--- config.mk ---
export PLATFORM = sky130hd
export DESIGN_NAME = sha1_byte_stream_hasher
export DESIGN_NICKNAME = d
export VERILOG_FILES = /design/src/design/sha1_pkg.sv /design/src/design/sha1_front.sv /design/src/design/sha1_back.sv /design/src/design/sha1_byte_stream_hasher.sv
export SDC_FILE = /design/constraint.sdc
export NUM_CORES = 2
export LEC_CHECK = 0
export BUFFER_PORTS_ARGS = -buffer_cell sky130_fd_sc_hd__buf_4
export CORE_MARGIN = 4
export CORE_UTILIZATION = 47
export DETAILED_ROUTE_END_ITERATION = 10
export GPL_TIMING_DRIVEN = 0
export PLACE_DENSITY = 0.7
export SETUP_SLACK_MARGIN = 0.5
export SLEW_MARGIN = 20
export SYNTH_ARGS = -nofsm -noshare
export SYNTH_HDL_FRONTEND = slang
export SYNTH_SLANG_ARGS = --single-unit
--- constraint.sdc ---
create_clock -name clk -period 26.4 [get_ports clk]
set_input_delay 1.32 -clock clk [delete_from_list [all_inputs] [get_ports clk]]
set_output_delay 1.32 -clock clk [all_outputs]
set_load 0.02 [all_outputs]
--- src/design/sha1_pkg.sv ---
`default_nettype none
package sha1_pkg;
  localparam logic [31:0] H0 = 32'h67452301;
  localparam logic [31:0] H1 = 32'hEFCDAB89;
  localparam logic [31:0] H2 = 32'h98BADCFE;
  localparam logic [31:0] H3 = 32'h10325476;
  localparam logic [31:0] H4 = 32'hC3D2E1F0;
  localparam logic [7:0] PAD_BYTE = 8'h80;

  localparam logic FUNC_ABSORB = 1'b0;
  localparam logic FUNC_FINISH = 1'b1;

  // One queued command between front and back.
  typedef struct packed {
    logic       func;
    logic [7:0] data_byte;
  } cmd_t;

  typedef enum logic [3:0] {
    ST_IDLE, ST_LOAD, ST_ROUND, ST_UPDATE, ST_PAD, ST_LEN, ST_EMIT
  } back_state_t;

  function automatic logic [31:0] round_k(input logic [6:0] r);
    logic [31:0] k;
    if (r < 7'd20) k = 32'h5A827999;
    else if (r < 7'd40) k = 32'h6ED9EBA1;
    else if (r < 7'd60) k = 32'h8F1BBCDC;
    else k = 32'hCA62C1D6;
    return k;
  endfunction

  function automatic logic [31:0] round_f(input logic [6:0] r, input logic [31:0] b,
                                          input logic [31:0] c, input logic [31:0] d);
    logic [31:0] f;
    if (r < 7'd20) f = (b & c) | (~b & d);
    else if (r < 7'd40 || r >= 7'd60) f = b ^ c ^ d;
    else f = (b & c) | (b & d) | (c & d);
    return f;
  endfunction
endpackage
`default_nettype wire

--- src/design/sha1_front.sv ---
`default_nettype none
// Two-entry command queue between the input port and the hashing engine.
module sha1_front (
  input  wire logic          clk,
  input  wire logic          rst,
  input  wire logic          in_valid,
  output logic               in_ready,
  input  wire sha1_pkg::cmd_t in_cmd,
  output logic               q_valid,
  input  wire logic          q_ready,
  output sha1_pkg::cmd_t     q_cmd
);
  import sha1_pkg::*;

  cmd_t       slot [2];
  logic       rd_ptr;
  logic       wr_ptr;
  logic [1:0] count;
  logic       push;
  logic       pop;

  assign in_ready = (count != 2'd2);
  assign q_valid  = (count != 2'd0);
  assign q_cmd    = slot[rd_ptr];
  assign push     = in_valid && in_ready;
  assign pop      = q_valid && q_ready;

  always_ff @(posedge clk) begin
    if (push) slot[wr_ptr] <= in_cmd;
    if (rst) begin
      rd_ptr <= 1'b0;
      wr_ptr <= 1'b0;
      count  <= 2'd0;
    end else begin
      if (push) wr_ptr <= ~wr_ptr;
      if (pop) rd_ptr <= ~rd_ptr;
      count <= count + {1'b0, push} - {1'b0, pop};
    end
  end
endmodule
`default_nettype wire

--- src/design/sha1_back.sv ---
`default_nettype none
// Hashing engine: block buffer in a 16-word shift line, one round per cycle.
module sha1_back (
  input  wire logic           clk,
  input  wire logic           rst,
  input  wire logic           q_valid,
  output logic                q_ready,
  input  wire sha1_pkg::cmd_t q_cmd,
  output logic                out_valid,
  input  wire logic           out_ready,
  output logic [31:0]         digest_word,
  output logic [2:0]          word_index,
  output logic                status,
  output logic                last
);
  import sha1_pkg::*;

  back_state_t state, state_next;
  logic [31:0] w [16];
  logic [5:0]  byte_pos;
  logic [63:0] bit_len;
  logic        ovf;
  logic [31:0] h [5];
  logic [31:0] a, b, c, d, e;
  logic [6:0]  rnd;
  logic        finishing;
  logic        len_done;
  logic [2:0]  idx;
  logic        obad;

  logic [31:0] w_new, t_val;
  logic [64:0] len_sum;
  logic        absorb_go, finish_go, shift_byte;
  logic [7:0]  shift_val;

  assign w_new   = {w[13] ^ w[8] ^ w[2] ^ w[0]} << 1 | (w[13] ^ w[8] ^ w[2] ^ w[0]) >> 31;
  assign t_val   = {a[26:0], a[31:27]} + round_f(rnd, b, c, d) + e + w[0] + round_k(rnd);
  assign len_sum = {1'b0, bit_len} + 65'd8;

  always_comb begin
    state_next = state;
    q_ready    = 1'b0;
    absorb_go  = 1'b0;
    finish_go  = 1'b0;
    shift_byte = 1'b0;
    shift_val  = q_cmd.data_byte;
    case (state)
      ST_IDLE: begin
        q_ready = 1'b1;
        if (q_valid) begin
          if (q_cmd.func == FUNC_ABSORB) begin
            absorb_go  = 1'b1;
            shift_byte = !ovf;
            if (!ovf && byte_pos == 6'd63) state_next = ST_ROUND;
          end else begin
            finish_go = 1'b1;
            state_next = ovf ? ST_EMIT : ST_PAD;
          end
        end
      end
      ST_PAD: begin
        // Pad byte first, then zeros up to the length field.
        shift_byte = 1'b1;
        shift_val  = finishing ? 8'h00 : PAD_BYTE;
        if (byte_pos == 6'd63) state_next = ST_ROUND;
        else if (byte_pos == 6'd55 && !len_done) state_next = ST_LEN;
      end
      ST_LEN: begin
        shift_byte = 1'b1;
        shift_val  = bit_len[{3'd7 - byte_pos[2:0], 3'd0} +: 8];
        if (byte_pos == 6'd63) state_next = ST_ROUND;
      end
      ST_ROUND: if (rnd == 7'd79) state_next = ST_UPDATE;
      ST_UPDATE: state_next = !finishing ? ST_IDLE : (len_done ? ST_EMIT : ST_PAD);
      ST_EMIT: if (out_ready && idx == 3'd4) state_next = ST_IDLE;
      default: state_next = ST_IDLE;
    endcase
  end

  assign out_valid   = (state == ST_EMIT);
  assign digest_word = obad ? 32'd0 : h[idx];
  assign word_index  = idx;
  assign status      = obad;
  assign last        = (idx == 3'd4);

  always_ff @(posedge clk) begin
    if (shift_byte) begin
      for (int i = 0; i < 15; i++) w[i] <= (byte_pos[1:0] == 2'd0) ? w[i+1] : w[i];
      w[15] <= {w[15][23:0], shift_val};
    end
    if (state == ST_ROUND) begin
      for (int i = 0; i < 15; i++) w[i] <= w[i+1];
      w[15] <= w_new;
      e <= d; d <= c; c <= {b[1:0], b[31:2]}; b <= a; a <= t_val;
    end else begin
      a <= h[0]; b <= h[1]; c <= h[2]; d <= h[3]; e <= h[4];
    end
    if (rst) begin
      state <= ST_IDLE;
      byte_pos <= 6'd0; bit_len <= 64'd0; ovf <= 1'b0;
      h[0] <= H0; h[1] <= H1; h[2] <= H2; h[3] <= H3; h[4] <= H4;
      rnd <= 7'd0; finishing <= 1'b0; len_done <= 1'b0; idx <= 3'd0; obad <= 1'b0;
    end else begin
      state <= state_next;
      if (shift_byte) byte_pos <= byte_pos + 6'd1;
      if (absorb_go && !ovf) begin
        bit_len <= len_sum[63:0];
        if (len_sum[64]) ovf <= 1'b1;
      end
      if (finish_go) begin
        finishing <= 1'b0; len_done <= 1'b0; obad <= ovf; idx <= 3'd0;
      end
      if (state == ST_PAD && shift_val == PAD_BYTE) finishing <= 1'b1;
      if (state == ST_PAD && byte_pos == 6'd55 && !len_done) len_done <= 1'b1;
      if (state == ST_ROUND) rnd <= (rnd == 7'd79) ? 7'd0 : rnd + 7'd1;
      if (state == ST_UPDATE) begin
        h[0] <= h[0] + a; h[1] <= h[1] + b; h[2] <= h[2] + c;
        h[3] <= h[3] + d; h[4] <= h[4] + e;
      end
      if (state == ST_EMIT && out_ready) begin
        idx <= idx + 3'd1;
        if (idx == 3'd4) begin
          byte_pos <= 6'd0; bit_len <= 64'd0; ovf <= 1'b0; finishing <= 1'b0;
          h[0] <= H0; h[1] <= H1; h[2] <= H2; h[3] <= H3; h[4] <= H4;
        end
      end
    end
  end
endmodule
`default_nettype wire

--- src/design/sha1_byte_stream_hasher.sv ---
`default_nettype none
// Channel   Dir  tdata                      tuser
// s_axis    in   [7:0] data_byte            [0] func
// m_axis    out  [31:0] digest_word,        [0] status
//                [34:32] word_index
//                (tlast = last)
// The engine takes an absorb byte from the queue in its idle state; the 64th byte of
// a block then runs the rounds and the update on the shared round unit.
// A finish pads the block, appends the bit length and runs the rounds and updates
// (or goes straight to output when the length overflowed), then emits five beats.
// Reset is synchronous; a two-beat queue lets input continue while the engine
// runs rounds or the output stalls.
module sha1_byte_stream_hasher (
  input  wire logic        clk,
  input  wire logic        rst,
  input  wire logic        s_axis_tvalid,
  output logic             s_axis_tready,
  input  wire logic [7:0]  s_axis_tdata,   // [7:0] data_byte
  input  wire logic        s_axis_tuser,   // [0] func
  output logic             m_axis_tvalid,
  input  wire logic        m_axis_tready,
  output logic [39:0]      m_axis_tdata,   // [31:0] digest_word, [34:32] word_index
  output logic             m_axis_tuser,   // [0] status
  output logic             m_axis_tlast
);
  import sha1_pkg::*;

  cmd_t        in_cmd, q_cmd;
  logic        q_valid, q_ready;
  logic [31:0] digest_word;
  logic [2:0]  word_index;

  assign in_cmd.func      = s_axis_tuser;
  assign in_cmd.data_byte = s_axis_tdata;

  sha1_front u_front (
    .clk, .rst, .in_valid(s_axis_tvalid), .in_ready(s_axis_tready), .in_cmd,
    .q_valid, .q_ready, .q_cmd
  );

  sha1_back u_back (
    .clk, .rst, .q_valid, .q_ready, .q_cmd,
    .out_valid(m_axis_tvalid), .out_ready(m_axis_tready),
    .digest_word, .word_index, .status(m_axis_tuser), .last(m_axis_tlast)
  );

  assign m_axis_tdata = {5'd0, word_index, digest_word};
endmodule
`default_nettype wire

==> summary.md <==
| Metric | Value |
|---|---|
| Status | `finished clean` |
| Post-synth top area share | `44.26%` |
| Max FO, Critical Path | `10` |
| DR WL/cell | `about 22 um` |
| Placeable Area | `between 90000 and 100000 um2` |
| Routed WL | `between 100000 and 150000 um` |
| Nets | `roughly 4500` |
| Post-route ant nets | `0` |
| Core Util, Final | `53.13%` |
| Yosys Warn Count | `0` |
| Area grow syn2layout | `11.85%` |
| Port bufs | `50` |
| Die X | `323.6 um` |
| Max-Cap Viols | `0` |
| RSZ-0062 raised after global routing | `false` |
| Placer Congestion | `0.9689` |
| Syn avg cell area | `between 10 and 15 um2` |
| Fraction of registers with async set/reset | `0%` |
| CTS tree | `done` |
| Final Max Slew Viols | `0` |
| Synth top area cells | `edfxtp_1 44%, dfxtp_1 11%, ha_1 6.1%, fa_1 5.3%, nand2_1 5.0%` |
| TritonCTS Sinks | `around 940` |
| FMAX | `about 120 MHz` |
| Root Buffer | `clkbuf_16` |
| Final TNS setup | `0 ns` |
| Final instance area | `approximately 52000 um2` |
| Yosys top cell by area | `edfxtp_1` |
| # DRC | `0` |
| Avg Vias per Cell | `between 5 and 6` |
| Worst EP required | `26.95 ns` |
| Post-detail-place hpwl | `slightly above 90000 um` |
| Max clock buf depth | `3` |
| Total die area | `104700 um2` |
| Worst Setup End Kind | `register` |
| Crit path time final | `between 8 and 9 ns` |
| Largest net degree at the start of global routing | `just over 60` |
| Total track usage | `a little under a quarter` |
| Worst setup SP type | `register` |
| Post-CTS Setup Inserts | `0` |
| Initial antenna violation count | `1` |
| Row count | `between 100 and 150` |
| Synth Register Bits | `between 900 and 1000` |
| CP arrival | `~8.8 ns` |
| Final setup fails | `0` |
| Mapped Area | `between 40000 and 50000 um2` |
| Initial core utilization | `between 40% and 50%` |
| Routed vias | `approximately 31000` |
| Post-synth EDFFs | `690` |
| Period utilization | `between 30% and 40%` |
| Die Span Y | `323.6 um` |
| Count leader, synth | `edfxtp_1` |
| Placed inst area | `49140 um2` |
| Skew final | `approximately 0.031 ns` |
| Post-CTS sizing | `0` |
| # IOs | `57` |
| Layout cell share with drive strength beyond 1 | `7.605%` |
| # hold bufs at CTS | `0` |
| GRT Residual Overflow | `0` |
| CTS H-tree lvls | `3` |
| Register area share after synthesis | `between 50% and 60%` |
| Hold Vio Cnt, Final | `0` |
| Cell variety after synth | `94` |
| Fillcell total | `around 8300` |
| HP Class | `reg -> reg` |
| Worst-Skew Late Latency | `between 0.6 and 0.7 ns` |
| Drt first pass iters | `7` |
| Relative slew slack | `roughly a fifth` |
| Vias in the first global route | `about 30000` |
| Clock transition at path regs | `~0.070 ns` |
| Syn Inst Count | `roughly 4000` |
| Synth cell count leaders | `690 x edfxtp_1, 622 x nand2_1, 287 x nor2_1` |
| Slew @ Worst Pin | `approximately 1.2 ns` |
| WS Path Type | `reg -> reg` |
| Initial drt markers | `roughly 3300` |
| Num CTS Buffers | `96` |
| Synth Flop Type | `edfxtp_1` |
| First-pass GRT wire length | `around 190000 um` |
-- worst paths after layout --
kind / startpoint / end / slack [ns] / depth (start not counted)
worst max-delay path: u_back.rnd[4]$_SDFFE_PP0P_ / u_back.a[30]$_DFF_P_ / 18.11 / 24
worst min-delay path: u_back.w[0][336]$_DFFE_PP_ / u_back.w[0][304]$_DFFE_PP_ / 0.41 / 0
worst max register to register: u_back.rnd[4]$_SDFFE_PP0P_ / u_back.a[30]$_DFF_P_ / 18.11 / 24
worst min register to register: u_back.w[0][336]$_DFFE_PP_ / u_back.w[0][304]$_DFFE_PP_ / 0.41 / 0
-- placed cells by master, fill, tap and decap left out, types with 11 or more instances in the layout --
cell	n
edfxtp_1	690
nand2_1	619
nor2_1	286
dfxtp_1	252
inv_1	243
ha_1	228
xnor2_1	184
o21ai_0	168
a21oi_1	167
fa_1	124
xor2_1	123
clkbuf_1	100
a21o_1	99
clkbuf_16	98
nand3_1	73
mux2i_1	65
buf_4	56
nor2b_1	54
nor3_1	46
mux4_2	44
and3_1	35
a211oi_1	25
o21a_1	25
a31oi_1	24
nand4_1	21
or3_1	21
clkinv_2	21
nand2b_1	20
and2_1	19
buf_1	17
clkinv_1	16
o32ai_1	15
o21bai_1	13
and4_1	13
o32a_1	12
o211ai_1	12
nor3b_1	11
-- flip-flops by register name, summed over array words and instances (netlist names), 7 cells and up, named ones only --
name            cells
u_back.b           32
u_back.d           32
u_back.c           32
u_back.w          512
u_back.h          160
u_front.slot       18
u_back.e           32
u_back.bit_len     61
u_back.rnd          7
u_back.a           32
-- logic make-up (layout without fill, tap and decap cells) --
group | count (synthesis) | count (layout) | synth area share, %
adder cells (fa/ha/maj) | 352 | 352 | 11.40
multiplexers | 112 | 112 | 3.611
flip-flops | 942 | 942 | 55.04
AND/OR/NAND/NOR | 1268 | 1268 | 12.14
buffers and inverters | 373 | 613 | 3.199
other | 1 | 7 | 0.008010
XOR/XNOR | 307 | 307 | 5.744
AO/OA/AOI/OAI | 648 | 648 | 8.865
-- metal layers --
metal  global-route usage [%]  wire, um  vias up
met4                    9.429      5328        0
met1                    33.90     54290    15410
met3                    3.993      9918      259
met2                    36.21     54500     1239
met5                        0         0        -
li1                         -         -    14490
-- final cells by class --
class,count,area [um2],area share [%]
tap,1287,1610,3.075
antenna,2,5.005,0.009558
clock inverter,60,610.6,1.166
clock buffer,118,2597,4.961
inverter,243,912.1,1.742
sequential,942,25760,49.20
buffer,130,599.3,1.145
multi-input combinational,2692,19600,37.42
timing repair buffer,62,668.1,1.276
-- metrics by stage --
stage / std cells / hold WS, ns / setup WS, ns
5_1_grt: 5536 / 0.4187 / 17.94
4_1_cts: 5534 / 0.4142 / 18.27
2_1_floorplan: 4007 / 0.4003 / 17.18
6_report: 5536 / 0.4065 / 18.11
3_3_place_gp: 5344 / 0.4003 / 13.45
3_5_place_dp: 5356 / 0.4045 / 18.35
-- worst max-delay path, stage by stage (launching register included) --
cell and delay [ns]:
dfxtp_1 0.30, clkbuf_1 0.31, a41o_1 0.52, or2_2 0.19
clkbuf_1 0.72, nand2_1 0.71, clkbuf_1 0.58, nor2_1 0.22
nor2_1 0.10, fa_1 0.50, fa_1 0.52, inv_1 0.05
fa_1 0.55, inv_1 0.07, ha_1 0.30, a21o_1 0.18
a21oi_1 0.29, o211ai_1 0.21, a221oi_2 0.64, a2111o_1 0.29
nand4b_1 0.14, and2_1 0.19, o41ai_2 0.27, mux2i_1 0.22
nand3_1 0.07
Power is left out: the tool's default activity adds up to more than one toggle a clock period on the data nets, which glitch-free logic cannot reach.
